--- config.mk ---
export PLATFORM = sky130hd
export DESIGN_NAME = point_transform_with_clip
export DESIGN_NICKNAME = d
export VERILOG_FILES = /design/src/rtl/ptwc_pkg.sv /design/src/rtl/ptwc_ctrl.sv /design/src/rtl/ptwc_datapath.sv /design/src/rtl/point_transform_with_clip.sv
export SDC_FILE = /design/constraint.sdc
export NUM_CORES = 2
export LEC_CHECK = 0
export ABC_AREA = 1
export BUFFER_PORTS_ARGS = -buffer_cell sky130_fd_sc_hd__buf_2
export CORE_ASPECT_RATIO = 1.75
export CORE_UTILIZATION = 50
export DETAILED_ROUTE_END_ITERATION = 16
export MAX_ROUTING_LAYER = met4
export PLACE_DENSITY = 0.66
export RECOVER_POWER = 50
export SLEW_MARGIN = 20
export SYNTH_ARGS = -nofsm -noshare
export SYNTH_HDL_FRONTEND = slang
export SYNTH_HIERARCHICAL = 1
export SYNTH_SLANG_ARGS = --single-unit
export TNS_END_PERCENT = 5
--- constraint.sdc ---
create_clock -name clk -period 9.3 [get_ports clk]
set_input_delay 2.325 -clock clk [delete_from_list [all_inputs] [get_ports clk]]
set_output_delay 2.325 -clock clk [all_outputs]
set_load 0.02 [all_outputs]
--- src/rtl/ptwc_pkg.sv ---
`default_nettype none

package ptwc_pkg;

    localparam int CORDIC_ITERATIONS_DEF = 16;
    localparam int ATAN_LEN              = 24;
    localparam int ITER_IDX_W            = 5;

    localparam int COORD_W = 16;
    localparam int DIFF_W  = 17;
    localparam int CW      = 34;
    localparam int ZW      = 35;
    localparam int PROD_W  = 51;
    localparam int ACC_W   = 52;
    localparam int CAND_W  = 27;

    localparam logic signed [CW-1:0] CORDIC_K    = 34'sd652032874;
    localparam logic signed [ZW-1:0] PI_Q30      = 35'sd3373259426;
    localparam logic signed [ZW-1:0] HALF_PI_Q30 = 35'sd1686629713;

    localparam logic signed [COORD_W-1:0] WIN_X_MIN_RST = 16'sd0;
    localparam logic signed [COORD_W-1:0] WIN_X_MAX_RST = 16'sd639;
    localparam logic signed [COORD_W-1:0] WIN_Y_MIN_RST = 16'sd0;
    localparam logic signed [COORD_W-1:0] WIN_Y_MAX_RST = 16'sd479;

    typedef enum logic [1:0] {
        CMD_SET       = 2'd0,
        CMD_TRANSLATE = 2'd1,
        CMD_ROTATE    = 2'd2,
        CMD_SCALE     = 2'd3
    } cmd_t;

    typedef enum logic [1:0] {
        REG_WIN_X_MIN = 2'd0,
        REG_WIN_X_MAX = 2'd1,
        REG_WIN_Y_MIN = 2'd2,
        REG_WIN_Y_MAX = 2'd3
    } cfg_reg_t;

    typedef enum logic [2:0] {
        ST_IDLE,
        ST_ROT,
        ST_MUL,
        ST_DRAIN,
        ST_CAND,
        ST_CHECK
    } state_t;

    typedef enum logic [2:0] {
        MUL_DX_COS,
        MUL_DY_SIN,
        MUL_DX_SIN,
        MUL_DY_COS,
        MUL_DX_FX,
        MUL_DY_FY
    } mul_op_t;

    typedef enum logic [1:0] {
        ACC_X_LOAD,
        ACC_X_SUB,
        ACC_Y_LOAD,
        ACC_Y_ADD
    } acc_op_t;

    typedef struct packed {
        logic                  load;
        logic                  iter_en;
        logic [ITER_IDX_W-1:0] iter_idx;
        logic                  iter_last;
        logic                  mul_en;
        mul_op_t               mul_op;
        logic                  acc_en;
        acc_op_t               acc_op;
        logic                  cand_en;
        logic                  commit;
        cmd_t                  cmd;
    } dp_ctrl_t;

    function automatic logic signed [ZW-1:0] atan_q30(input logic [ITER_IDX_W-1:0] idx);
        logic signed [ZW-1:0] v;
        case (idx)
            5'd0:    v = 35'sd843314857;
            5'd1:    v = 35'sd497837829;
            5'd2:    v = 35'sd263043837;
            5'd3:    v = 35'sd133525159;
            5'd4:    v = 35'sd67021687;
            5'd5:    v = 35'sd33542516;
            5'd6:    v = 35'sd16775851;
            5'd7:    v = 35'sd8388437;
            5'd8:    v = 35'sd4194283;
            5'd9:    v = 35'sd2097149;
            5'd10:   v = 35'sd1048576;
            5'd11:   v = 35'sd524288;
            5'd12:   v = 35'sd262144;
            5'd13:   v = 35'sd131072;
            5'd14:   v = 35'sd65536;
            5'd15:   v = 35'sd32768;
            5'd16:   v = 35'sd16384;
            5'd17:   v = 35'sd8192;
            5'd18:   v = 35'sd4096;
            5'd19:   v = 35'sd2048;
            5'd20:   v = 35'sd1024;
            5'd21:   v = 35'sd512;
            5'd22:   v = 35'sd256;
            5'd23:   v = 35'sd128;
            default: v = 35'sd0;
        endcase
        return v;
    endfunction

endpackage

`default_nettype wire

--- src/rtl/ptwc_ctrl.sv ---
`default_nettype none

module ptwc_ctrl #(
    parameter int CORDIC_ITERATIONS = ptwc_pkg::CORDIC_ITERATIONS_DEF
) (
    input  wire logic               clk,
    input  wire logic               rst_n,
    input  wire logic               in_valid,
    output logic                    in_ready,
    input  wire logic [1:0]         command,
    output logic                    out_valid,
    input  wire logic               out_ready,
    output ptwc_pkg::dp_ctrl_t      dp_ctrl
);

    localparam int ITER_W = $clog2(CORDIC_ITERATIONS);
    localparam logic [ITER_W-1:0] ITER_LAST = ITER_W'(CORDIC_ITERATIONS - 1);

    ptwc_pkg::state_t  state_reg, state_next;
    ptwc_pkg::cmd_t    cmd_reg, cmd_next;
    logic [ITER_W-1:0] iter_reg, iter_next;
    logic [1:0]        step_reg, step_next;
    logic              out_valid_reg, out_valid_next;
    logic [1:0]        last_step;
    logic              in_accept;

    function automatic ptwc_pkg::mul_op_t mul_op_of(input ptwc_pkg::cmd_t c,
                                                    input logic [1:0] s);
        ptwc_pkg::mul_op_t op;
        if (c == ptwc_pkg::CMD_SCALE) begin
            op = (s == 2'd0) ? ptwc_pkg::MUL_DX_FX : ptwc_pkg::MUL_DY_FY;
        end
        else begin
            case (s)
                2'd0:    op = ptwc_pkg::MUL_DX_COS;
                2'd1:    op = ptwc_pkg::MUL_DY_SIN;
                2'd2:    op = ptwc_pkg::MUL_DX_SIN;
                default: op = ptwc_pkg::MUL_DY_COS;
            endcase
        end
        return op;
    endfunction

    function automatic ptwc_pkg::acc_op_t acc_op_of(input ptwc_pkg::cmd_t c,
                                                    input logic [1:0] s);
        ptwc_pkg::acc_op_t op;
        if (c == ptwc_pkg::CMD_SCALE) begin
            op = (s == 2'd0) ? ptwc_pkg::ACC_X_LOAD : ptwc_pkg::ACC_Y_LOAD;
        end
        else begin
            case (s)
                2'd0:    op = ptwc_pkg::ACC_X_LOAD;
                2'd1:    op = ptwc_pkg::ACC_X_SUB;
                2'd2:    op = ptwc_pkg::ACC_Y_LOAD;
                default: op = ptwc_pkg::ACC_Y_ADD;
            endcase
        end
        return op;
    endfunction

    assign in_accept = in_valid && in_ready;
    assign out_valid = out_valid_reg;
    assign last_step = (cmd_reg == ptwc_pkg::CMD_SCALE) ? 2'd1 : 2'd3;

    always_ff @(posedge clk or negedge rst_n)
    begin
        if (!rst_n)
        begin
            state_reg     <= ptwc_pkg::ST_IDLE;
            cmd_reg       <= ptwc_pkg::CMD_SET;
            iter_reg      <= '0;
            step_reg      <= '0;
            out_valid_reg <= 1'b0;
        end
        else
        begin
            state_reg     <= state_next;
            cmd_reg       <= cmd_next;
            iter_reg      <= iter_next;
            step_reg      <= step_next;
            out_valid_reg <= out_valid_next;
        end
    end

    always_comb
    begin
        state_next     = state_reg;
        cmd_next       = cmd_reg;
        iter_next      = iter_reg;
        step_next      = step_reg;
        out_valid_next = out_valid_reg && !out_ready;
        in_ready       = 1'b0;

        dp_ctrl           = '0;
        dp_ctrl.cmd       = cmd_reg;
        dp_ctrl.iter_idx  = ptwc_pkg::ITER_IDX_W'(iter_reg);
        dp_ctrl.iter_last = (iter_reg == ITER_LAST);
        dp_ctrl.mul_op    = mul_op_of(cmd_reg, step_reg);
        dp_ctrl.acc_op    = acc_op_of(cmd_reg, step_reg - 2'd1);

        case (state_reg)
            ptwc_pkg::ST_IDLE:
            begin
                in_ready = 1'b1;
                if (in_valid)
                begin
                    dp_ctrl.load = 1'b1;
                    cmd_next     = ptwc_pkg::cmd_t'(command);
                    iter_next    = '0;
                    step_next    = '0;
                    case (ptwc_pkg::cmd_t'(command))
                        ptwc_pkg::CMD_ROTATE: state_next = ptwc_pkg::ST_ROT;
                        ptwc_pkg::CMD_SCALE:  state_next = ptwc_pkg::ST_MUL;
                        default:              state_next = ptwc_pkg::ST_CAND;
                    endcase
                end
            end
            ptwc_pkg::ST_ROT:
            begin
                dp_ctrl.iter_en = 1'b1;
                iter_next       = iter_reg + 1'b1;
                if (iter_reg == ITER_LAST)
                begin
                    state_next = ptwc_pkg::ST_MUL;
                end
            end
            ptwc_pkg::ST_MUL:
            begin
                dp_ctrl.mul_en = 1'b1;
                dp_ctrl.acc_en = (step_reg != 2'd0);
                step_next      = step_reg + 2'd1;
                if (step_reg == last_step)
                begin
                    state_next = ptwc_pkg::ST_DRAIN;
                end
            end
            ptwc_pkg::ST_DRAIN:
            begin
                dp_ctrl.acc_en = 1'b1;
                state_next     = ptwc_pkg::ST_CAND;
            end
            ptwc_pkg::ST_CAND:
            begin
                dp_ctrl.cand_en = 1'b1;
                state_next      = ptwc_pkg::ST_CHECK;
            end
            ptwc_pkg::ST_CHECK:
            begin
                if (!out_valid_reg || out_ready)
                begin
                    dp_ctrl.commit = 1'b1;
                    out_valid_next = 1'b1;
                    state_next     = ptwc_pkg::ST_IDLE;
                end
            end
            default:
            begin
                state_next = ptwc_pkg::ST_IDLE;
            end
        endcase
    end

    // the stored point feeds the result, so it may only move once the old result is gone
    a_commit_free: assert property (@(posedge clk) disable iff (!rst_n)
        dp_ctrl.commit |-> (!out_valid_reg || out_ready))
        else $error("commit while result still pending");

    a_commit_valid: assert property (@(posedge clk) disable iff (!rst_n)
        dp_ctrl.commit |=> out_valid_reg)
        else $error("result not presented after commit");

    a_iter_rotate: assert property (@(posedge clk) disable iff (!rst_n)
        dp_ctrl.iter_en |-> (cmd_reg == ptwc_pkg::CMD_ROTATE))
        else $error("cordic step outside rotate");

    a_rotate_start: assert property (@(posedge clk) disable iff (!rst_n)
        (in_accept && command == ptwc_pkg::CMD_ROTATE) |=> (state_reg == ptwc_pkg::ST_ROT))
        else $error("rotate did not start cordic");

    a_no_accept_busy: assert property (@(posedge clk) disable iff (!rst_n)
        (state_reg != ptwc_pkg::ST_IDLE) |-> !in_ready)
        else $error("accepting while busy");

endmodule

`default_nettype wire

--- src/rtl/ptwc_datapath.sv ---
`default_nettype none

module ptwc_datapath (
    input  wire logic                 clk,
    input  wire logic                 rst_n,
    input  wire logic                 cfg_we,
    input  wire logic [1:0]           cfg_index,
    input  wire logic [15:0]          cfg_data,
    input  wire logic signed [15:0]   arg_x,
    input  wire logic signed [15:0]   arg_y,
    input  wire logic signed [15:0]   base_x,
    input  wire logic signed [15:0]   base_y,
    input  wire logic signed [15:0]   angle,
    input  wire logic signed [15:0]   factor_x,
    input  wire logic signed [15:0]   factor_y,
    input  wire ptwc_pkg::dp_ctrl_t   dp_ctrl,
    output logic signed [15:0]        pos_x,
    output logic signed [15:0]        pos_y,
    output logic                      applied
);

    localparam int COORD_W = ptwc_pkg::COORD_W;
    localparam int DIFF_W  = ptwc_pkg::DIFF_W;
    localparam int CW      = ptwc_pkg::CW;
    localparam int ZW      = ptwc_pkg::ZW;
    localparam int PROD_W  = ptwc_pkg::PROD_W;
    localparam int ACC_W   = ptwc_pkg::ACC_W;
    localparam int CAND_W  = ptwc_pkg::CAND_W;

    logic signed [COORD_W-1:0] win_x_min_reg, win_x_max_reg;
    logic signed [COORD_W-1:0] win_y_min_reg, win_y_max_reg;
    logic signed [COORD_W-1:0] point_x_reg, point_y_reg;
    logic                      applied_reg;

    logic signed [COORD_W-1:0] arg_x_reg, arg_y_reg, base_x_reg, base_y_reg;
    logic signed [COORD_W-1:0] factor_x_reg, factor_y_reg;
    logic signed [DIFF_W-1:0]  dx_reg, dy_reg;
    logic signed [CW-1:0]      cx_reg, cy_reg, cx_next, cy_next;
    logic signed [ZW-1:0]      cz_reg, cz_next;
    logic                      neg_reg;
    logic signed [PROD_W-1:0]  prod_reg;
    logic signed [ACC_W-1:0]   acc_x_reg, acc_y_reg;
    logic signed [CAND_W-1:0]  cand_x_reg, cand_y_reg, cand_x_next, cand_y_next;

    logic signed [ZW-1:0]      z_wide, z_red;
    logic                      z_neg;
    logic signed [CW-1:0]      x_sh, y_sh, nx, ny;
    logic signed [DIFF_W-1:0]  mul_a;
    logic signed [CW-1:0]      mul_b;
    logic signed [ACC_W-1:0]   prod_ext;
    logic                      corr_rx, corr_ry, corr_sx, corr_sy;
    logic                      ok;

    assign pos_x   = point_x_reg;
    assign pos_y   = point_y_reg;
    assign applied = applied_reg;

    // angle to q.30 with reduction into minus half pi to half pi
    always_comb
    begin
        z_wide = {{2{angle[15]}}, angle, 17'b0};
        z_red  = z_wide;
        z_neg  = 1'b0;
        if (z_wide > ptwc_pkg::HALF_PI_Q30)
        begin
            z_red = z_wide - ptwc_pkg::PI_Q30;
            z_neg = 1'b1;
        end
        else if (z_wide < -ptwc_pkg::HALF_PI_Q30)
        begin
            z_red = z_wide + ptwc_pkg::PI_Q30;
            z_neg = 1'b1;
        end
    end

    // one cordic step
    always_comb
    begin
        x_sh = cx_reg >>> dp_ctrl.iter_idx;
        y_sh = cy_reg >>> dp_ctrl.iter_idx;
        if (!cz_reg[ZW-1])
        begin
            nx      = cx_reg - y_sh;
            ny      = cy_reg + x_sh;
            cz_next = cz_reg - ptwc_pkg::atan_q30(dp_ctrl.iter_idx);
        end
        else
        begin
            nx      = cx_reg + y_sh;
            ny      = cy_reg - x_sh;
            cz_next = cz_reg + ptwc_pkg::atan_q30(dp_ctrl.iter_idx);
        end
        cx_next = (dp_ctrl.iter_last && neg_reg) ? -nx : nx;
        cy_next = (dp_ctrl.iter_last && neg_reg) ? -ny : ny;
    end

    always_comb
    begin
        case (dp_ctrl.mul_op)
            ptwc_pkg::MUL_DX_COS: begin mul_a = dx_reg; mul_b = cx_reg; end
            ptwc_pkg::MUL_DY_SIN: begin mul_a = dy_reg; mul_b = cy_reg; end
            ptwc_pkg::MUL_DX_SIN: begin mul_a = dx_reg; mul_b = cy_reg; end
            ptwc_pkg::MUL_DY_COS: begin mul_a = dy_reg; mul_b = cx_reg; end
            ptwc_pkg::MUL_DX_FX:  begin mul_a = dx_reg; mul_b = CW'(factor_x_reg); end
            ptwc_pkg::MUL_DY_FY:  begin mul_a = dy_reg; mul_b = CW'(factor_y_reg); end
            default:              begin mul_a = dx_reg; mul_b = cx_reg; end
        endcase
    end

    assign prod_ext = ACC_W'(prod_reg);

    // truncation toward zero: round the floored quotient up when negative and inexact
    assign corr_rx = acc_x_reg[ACC_W-1] && (|acc_x_reg[29:0]);
    assign corr_ry = acc_y_reg[ACC_W-1] && (|acc_y_reg[29:0]);
    assign corr_sx = acc_x_reg[ACC_W-1] && (|acc_x_reg[7:0]);
    assign corr_sy = acc_y_reg[ACC_W-1] && (|acc_y_reg[7:0]);

    always_comb
    begin
        case (dp_ctrl.cmd)
            ptwc_pkg::CMD_SET:
            begin
                cand_x_next = CAND_W'(arg_x_reg);
                cand_y_next = CAND_W'(arg_y_reg);
            end
            ptwc_pkg::CMD_TRANSLATE:
            begin
                cand_x_next = CAND_W'(point_x_reg) + CAND_W'(arg_x_reg);
                cand_y_next = CAND_W'(point_y_reg) + CAND_W'(arg_y_reg);
            end
            ptwc_pkg::CMD_ROTATE:
            begin
                cand_x_next = CAND_W'(base_x_reg) + CAND_W'($signed(acc_x_reg[ACC_W-1:30]))
                              + CAND_W'(corr_rx);
                cand_y_next = CAND_W'(base_y_reg) + CAND_W'($signed(acc_y_reg[ACC_W-1:30]))
                              + CAND_W'(corr_ry);
            end
            ptwc_pkg::CMD_SCALE:
            begin
                cand_x_next = CAND_W'(base_x_reg) + acc_x_reg[CAND_W+7:8]
                              + CAND_W'(corr_sx);
                cand_y_next = CAND_W'(base_y_reg) + acc_y_reg[CAND_W+7:8]
                              + CAND_W'(corr_sy);
            end
            default:
            begin
                cand_x_next = CAND_W'(arg_x_reg);
                cand_y_next = CAND_W'(arg_y_reg);
            end
        endcase
    end

    assign ok = (cand_x_reg >= CAND_W'(win_x_min_reg)) && (cand_x_reg <= CAND_W'(win_x_max_reg))
             && (cand_y_reg >= CAND_W'(win_y_min_reg)) && (cand_y_reg <= CAND_W'(win_y_max_reg));

    always_ff @(posedge clk or negedge rst_n)
    begin
        if (!rst_n)
        begin
            win_x_min_reg <= ptwc_pkg::WIN_X_MIN_RST;
            win_x_max_reg <= ptwc_pkg::WIN_X_MAX_RST;
            win_y_min_reg <= ptwc_pkg::WIN_Y_MIN_RST;
            win_y_max_reg <= ptwc_pkg::WIN_Y_MAX_RST;
            point_x_reg   <= '0;
            point_y_reg   <= '0;
            applied_reg   <= 1'b0;
        end
        else
        begin
            if (cfg_we)
            begin
                case (ptwc_pkg::cfg_reg_t'(cfg_index))
                    ptwc_pkg::REG_WIN_X_MIN: win_x_min_reg <= cfg_data;
                    ptwc_pkg::REG_WIN_X_MAX: win_x_max_reg <= cfg_data;
                    ptwc_pkg::REG_WIN_Y_MIN: win_y_min_reg <= cfg_data;
                    ptwc_pkg::REG_WIN_Y_MAX: win_y_max_reg <= cfg_data;
                    default:                 win_x_min_reg <= win_x_min_reg;
                endcase
            end
            if (dp_ctrl.commit)
            begin
                applied_reg <= ok;
                if (ok)
                begin
                    point_x_reg <= cand_x_reg[COORD_W-1:0];
                    point_y_reg <= cand_y_reg[COORD_W-1:0];
                end
            end
        end
    end

    always_ff @(posedge clk)
    begin
        if (dp_ctrl.load)
        begin
            arg_x_reg    <= arg_x;
            arg_y_reg    <= arg_y;
            base_x_reg   <= base_x;
            base_y_reg   <= base_y;
            factor_x_reg <= factor_x;
            factor_y_reg <= factor_y;
            dx_reg       <= DIFF_W'(point_x_reg) - DIFF_W'(base_x);
            dy_reg       <= DIFF_W'(point_y_reg) - DIFF_W'(base_y);
            cx_reg       <= ptwc_pkg::CORDIC_K;
            cy_reg       <= '0;
            cz_reg       <= z_red;
            neg_reg      <= z_neg;
        end
        else if (dp_ctrl.iter_en)
        begin
            cx_reg <= cx_next;
            cy_reg <= cy_next;
            cz_reg <= cz_next;
        end
        if (dp_ctrl.mul_en)
        begin
            prod_reg <= PROD_W'(mul_a) * PROD_W'(mul_b);
        end
        if (dp_ctrl.acc_en)
        begin
            case (dp_ctrl.acc_op)
                ptwc_pkg::ACC_X_LOAD: acc_x_reg <= prod_ext;
                ptwc_pkg::ACC_X_SUB:  acc_x_reg <= acc_x_reg - prod_ext;
                ptwc_pkg::ACC_Y_LOAD: acc_y_reg <= prod_ext;
                ptwc_pkg::ACC_Y_ADD:  acc_y_reg <= acc_y_reg + prod_ext;
                default:              acc_x_reg <= prod_ext;
            endcase
        end
        if (dp_ctrl.cand_en)
        begin
            cand_x_reg <= cand_x_next;
            cand_y_reg <= cand_y_next;
        end
    end

endmodule

`default_nettype wire

--- src/rtl/point_transform_with_clip.sv ---
// set and translate pass from the input transaction through the cand and check states to the result; scale
// also passes the mul and drain states first, and rotate runs the serial cordic steps before those
// one transaction in work at a time; the next can be taken as soon as the result is presented,
// so rotate throughput is set by the serial cordic and the one shared multiplier
// a pending result does not block the next input transaction
// reset (rst_n low, asynchronous) clears the point to 0,0 and loads the window 0..639 by 0..479
`default_nettype none

module point_transform_with_clip #(
    parameter int CORDIC_ITERATIONS = ptwc_pkg::CORDIC_ITERATIONS_DEF
) (
    input  wire logic               clk,
    input  wire logic               rst_n,
    input  wire logic               cfg_we,
    input  wire logic [1:0]         cfg_index,
    input  wire logic [15:0]        cfg_data,
    input  wire logic               in_valid,
    output logic                    in_ready,
    input  wire logic [1:0]         command,
    input  wire logic signed [15:0] arg_x,
    input  wire logic signed [15:0] arg_y,
    input  wire logic signed [15:0] base_x,
    input  wire logic signed [15:0] base_y,
    input  wire logic signed [15:0] angle,
    input  wire logic signed [15:0] factor_x,
    input  wire logic signed [15:0] factor_y,
    output logic                    out_valid,
    input  wire logic               out_ready,
    output logic signed [15:0]      pos_x,
    output logic signed [15:0]      pos_y,
    output logic                    applied
);

    ptwc_pkg::dp_ctrl_t dp_ctrl;

    ptwc_ctrl #(
        .CORDIC_ITERATIONS (CORDIC_ITERATIONS)
    ) u_ctrl (
        .clk       (clk),
        .rst_n     (rst_n),
        .in_valid  (in_valid),
        .in_ready  (in_ready),
        .command   (command),
        .out_valid (out_valid),
        .out_ready (out_ready),
        .dp_ctrl   (dp_ctrl)
    );

    ptwc_datapath u_datapath (
        .clk       (clk),
        .rst_n     (rst_n),
        .cfg_we    (cfg_we),
        .cfg_index (cfg_index),
        .cfg_data  (cfg_data),
        .arg_x     (arg_x),
        .arg_y     (arg_y),
        .base_x    (base_x),
        .base_y    (base_y),
        .angle     (angle),
        .factor_x  (factor_x),
        .factor_y  (factor_y),
        .dp_ctrl   (dp_ctrl),
        .pos_x     (pos_x),
        .pos_y     (pos_y),
        .applied   (applied)
    );

endmodule

`default_nettype wire

**Word-level counts from Yosys, hierarchy flattened**

Memories as Yosys holds them, arrays and structs flattened.
Index checks and enable logic that the tools add are counted.

- Flip-flop bits (word level): 552
- ROM bits: 1,920
- Input bits: 137
- Output and inout bits: 35
- Word-level logic and storage cells: 185
- Memories: 2

Memory list:

| memory | depth | width | read ports | clocked after Yosys merged registers in | wr ports | RTL line | RTL |
|---|---|---|---|---|---|---|---|
| (no name shown) | 32 | 30 | 1 | 0 | 0 | ptwc_pkg.sv:81 | `case (idx)` |
| (no name shown) | 32 | 30 | 1 | 0 | 0 | ptwc_pkg.sv:81 |  |

- Add/sub/neg operators: 27
- Multipliers: 1
- Magnitude comparators: 6
- Eq/ne operators: 31
- Shift-type cells: 2
- Mux-type cells: 46
- Reductions and logical operators: 41

Operators by type and width:

| cell | number |
|---|---|
| 35-bit 2-to-1 mux | 7 |
| 27-bit case mux with 4 select lines | 2 |
| 52-bit case mux with 2 select lines | 2 |
| 34-bit 2-to-1 mux | 4 |
| 27-bit by 1-bit adder with 27-bit output | 4 |
| 34-bit case mux with 3 select lines | 1 |
| 34-bit adder | 2 |
| 34-bit negator | 2 |
| 34-bit by 4-bit >>> shifter with 34-bit output | 2 |
| 34-bit subtractor | 2 |
| 30-bit OR reduction | 2 |
| 27-bit adder | 2 |
| 27-bit by 16-bit greater-or-equal comparator with 1-bit output | 2 |
| 27-bit by 16-bit <= comparator with 1-bit output | 2 |
| 52-bit by 51-bit adder with 52-bit output | 1 |
| 52-bit by 51-bit subtractor with 52-bit output | 1 |
| 17-bit by 34-bit multiplier with 51-bit output | 1 |
| 16-bit by 22-bit adder with 23-bit output | 2 |
| 35-bit adder | 1 |
| 35-bit subtractor | 1 |
| 16-bit by 16-bit adder with 17-bit output | 2 |
| 33-bit by 33-bit adder with 34-bit output, second input constant | 1 |
| 16-bit by 16-bit subtractor with 17-bit output | 2 |
| 33-bit by 33-bit subtractor with 34-bit output, second input constant | 1 |
| 36 further kinds | 105 |

**Longest topological paths before layout**

- Word-level depth: 7
- Gate-level depth with buffers: 46

**Hierarchy**

The synthesis kept the hierarchy.

By module, submodules not included:

| module | times used | cells an instance | area each (µm²) |
|---|---|---|---|
| ptwc_datapath | 1 | 10,039 | 71,992.8 |
| ptwc_ctrl | 1 | 100 | 802.0 |

**Worst setup path after synthesis**

Ideal clock, no wire load.

- Kind: register to register
- Start: register u_ctrl.step_reg[0]
- End: register u_datapath.prod_reg[49], data pin
- Setup time: 0.266 ns
- Data arrival time: 7.253 ns
- Setup slack: 1.781 ns
- Cell stages (with the launch flop): 34
- Path buffers: 1
- Cell sequence: dfrtp_1 inv_1 ha_1 o21ai_0 nor2_1 nor2_1 nand2_1 nand2_1 inv_1 a221oi_2 clkbuf_1 nand2_1 nand2_1 clkinv_1 nand2_1 fa_1 fa_1 fa_1 inv_1 fa_1 fa_1 inv_1 fa_1 inv_1 ha_1 a21oi_1 inv_1 a31oi_1 o21ai_0 a221oi_1 o21bai_1 nand2_1 o2111ai_1 xor2_1

RTL lines:

| what | RTL line | RTL |
|---|---|---|
| from (decl) | ptwc_ctrl.sv:22 | `logic [1:0] step_reg, step_next;` |
| from (signal assigned) | ptwc_ctrl.sv:80 | `step_reg <= step_next;` |
| to (signal assigned) | ptwc_datapath.sv:217 | `prod_reg <= PROD_W'(mul_a) * PROD_W'(mul_b);` |
| to (decl) | ptwc_datapath.sv:41 | `logic signed [PROD_W-1:0] prod_reg;` |

==> qor.yml <==
maxCapViolCount: 8
vias: 72350
layout_setup_ws_ns: 0.4915
final_area_um2: 78350
grt_pass1_wl_um: 458900
synth_edf_count: 375
critPathLaunchType: "flip-flop"
yosysSeqAreaShare_pct: 21.11
die_y_um: 506.8
cp-end-kind: "flip-flop"
ys.flop_type: "edfxtp_1"
rsz0062_at_grt: "false"
clkTransAtPathRegs_ns: 0.07
io_pins: 172
clock-sinks: 552
slew_viol_final: 449
cts_tree: "yes"
slowest_stage: "fa_1"
routed_wl_um: 314300
setup_violations: 0
layout-drive-gt1-share_pct: 6.169
fill_cells: 14200
ctsHtreeMaxLevel: 3
drt-initial-drc-count: 5380
start_util_pct: 50.51
antenna_found_initial: 40
area_growth_pct: 7.628
fin_tns_setup_ns: 0
syn_nets: 11450
via_per_inst: 5.926
clk_latency_ns: 0.77
worst-setup-path-type: "flip-flop to flip-flop"
async_reset_ff_share_pct: 19.75
portBuffers: 171
fin_crit_sh_pct: 94.71
syn-cell-area_um2: 72790
yosys_register_bits: 552
gp_congestion: 1.151
cts_hold_buf: 0
syn_area_per_cell_um2: 7.180
nets: 11560
arrival_ns: 9.28
ys_types: 82
fmaxAchievable_mhz: 113.5
clockBufferDepth: 3
r2r-start: "u_ctrl/step_reg[0]"
core_region_area_um2: 144100
grt_pass1_vias: 72550
dp_hpwl_um: 257100
layout_min_cycle_time_ns: 8.808
cp.required_ns: 9.77
wl_per_cell_um: 25.74
drtPass1Iterations: 8
die_area_um2: 147200
num_rows: 184
finalHoldViolCount: 0
grt_max_degree: 80
ctsRootBufferMaster: "clkbuf_16"
holdCritPathClass: "flip-flop to flip-flop"
ant_nets: 0
cpPeakStageDelay_ns: 0.56
whs_ns: 0.4856
place_worst_setup_slack_ns: 0.6296
dpl-instance-area_um2: 75970
tightest_slew_ns: 3.343
synth_cells: 10140
status: "finished with violations"
cp_max_fo: 10
worstHoldStart: "u_datapath/win_y_min_reg[14]"
cts_buffers: 66
max_slew_margin_pct: -122.9
die_x_um: 290.4
startpoint: "u_ctrl/step_reg[0]"
grt.overflow.total: 0
ys_warn_count: 6
grt_use_total_pct: 43.86
fin_skew_ns: 0.07982
violations: "capacitance limit, slew limit"
drc_errors: 0
-- critical path: cells and delay by family (launching register included) --
family | cells | cell delay [ns]
adder cells (fa/ha/maj) | 8 | 3.62
flip-flops | 1 | 0.44
AND/OR/NAND/NOR | 6 | 0.72
buffers and inverters | 8 | 1.01
AO/OA/AOI/OAI | 10 | 2.64
XOR/XNOR | 1 | 0.09
-- worst paths after layout --
kind,cells after the start,slack [ns],to
setup / recovery,33,0.49,u_datapath/prod_reg[44]
hold / removal,2,0.49,u_datapath/win_y_min_reg[14]
setup reg to reg,33,0.49,u_datapath/prod_reg[44]
hold reg to reg,2,0.49,u_datapath/win_y_min_reg[14]
max in group asynchronous,2,1.95,u_ctrl/iter_reg[0]
min in group asynchronous,1,2.64,u_datapath/pos_x[3]
-- synthesized netlist by cell type (21+ instances only) --
master / instances / share of area, %
dfrtp_1: 93 / 3.2
nand2_2: 29 / 0.25
o21a_1: 29 / 0.30
or2_2: 114 / 0.98
nor4_1: 44 / 0.38
fa_1: 568 / 16
nor2_1: 744 / 3.8
xor2_1: 157 / 1.9
inv_1: 1741 / 9.0
nor3_1: 71 / 0.49
nand4_1: 122 / 1.0
buf_1: 21 / 0.11
a21o_1: 31 / 0.32
dfxtp_1: 68 / 1.9
inv_2: 26 / 0.13
o211ai_1: 58 / 0.60
o21ai_0: 688 / 4.7
nand3_1: 630 / 4.3
xnor2_1: 95 / 1.1
a31oi_1: 81 / 0.70
buf_2: 29 / 0.20
o2111ai_1: 27 / 0.32
edfxtp_1: 375 / 15
buf_6: 22 / 0.34
ha_1: 603 / 10
o21ai_1: 61 / 0.42
nand2_1: 2448 / 13
a21oi_1: 692 / 4.8
clkbuf_1: 166 / 0.86
o22ai_1: 31 / 0.27
o21bai_1: 32 / 0.33
-- final cells by class --
class / instances / area (µm²) / share of cell area [%]
repair buffers: 304 / 1888 / 2.410
clock buffers: 77 / 1797 / 2.293
flip-flops and latches: 552 / 15380 / 19.63
well taps: 1860 / 2327 / 2.970
diodes: 40 / 100.1 / 0.1278
inverters: 1781 / 6691 / 8.541
clock inverters: 45 / 576.8 / 0.7362
multi-input cells: 7550 / 49590 / 63.30
-- per-layer routing --
layer | wire [µm] | vias up | GRT usage (%)
li1 | - | 33230 | -
met1 | 96980 | 34200 | 38.32
met2 | 154700 | 3347 | 74.85
met3 | 19630 | 1576 | 9.625
met4 | 42990 | 0 | 47.32
met5 | 0 | - | -
-- what timing repair did --
item | 4_1_cts | 5_1_grt
endpoints found under the setup margin | 0 | 1
buffers inserted | 0 | 0
gates resized for setup | 0 | 1
-- cell usage in the layout (no fill, tap or decap), types with 70 or more instances in the layout --
master / n
a21oi_1: 692
a31oi_1: 81
buf_2: 125
buf_4: 114
dfrtp_1: 90
edfxtp_1: 375
fa_1: 568
ha_1: 603
inv_1: 1743
nand2_1: 2450
nand3_1: 631
nand4_1: 122
nor2_1: 740
nor3_1: 70
o21ai_0: 687
or2_2: 114
xnor2_1: 94
xor2_1: 156
-- metrics by stage --
stage               utilization (%)  instances
finish                        54.36      12210
global route                  54.35      12200
CTS                           54.36      12170
detailed placement            52.72      12050
global placement              52.72      12050
floorplan                         -      10140
-- logic make-up (layout without fill, tap and decap cells) --
| logic type | Yosys count | in the layout | synth area share [%] |
|---|---|---|---|
| adders and majority gates | 1171 | 1171 | 25.98 |
| xor gates and xnor gates | 255 | 255 | 3.099 |
| and+or+nand+nor | 4286 | 4286 | 24.92 |
| buffers and inverters | 2037 | 2207 | 10.89 |
| DFF | 552 | 552 | 21.11 |
| muxes | 1 | 1 | 0.01547 |
| other | 1 | 41 | 0.005151 |
| AOI/OAI and AO/OA | 1836 | 1836 | 13.98 |
Power is not shown: default switching activity piles up to over one toggle a cycle in this logic, so the estimate is an artifact.
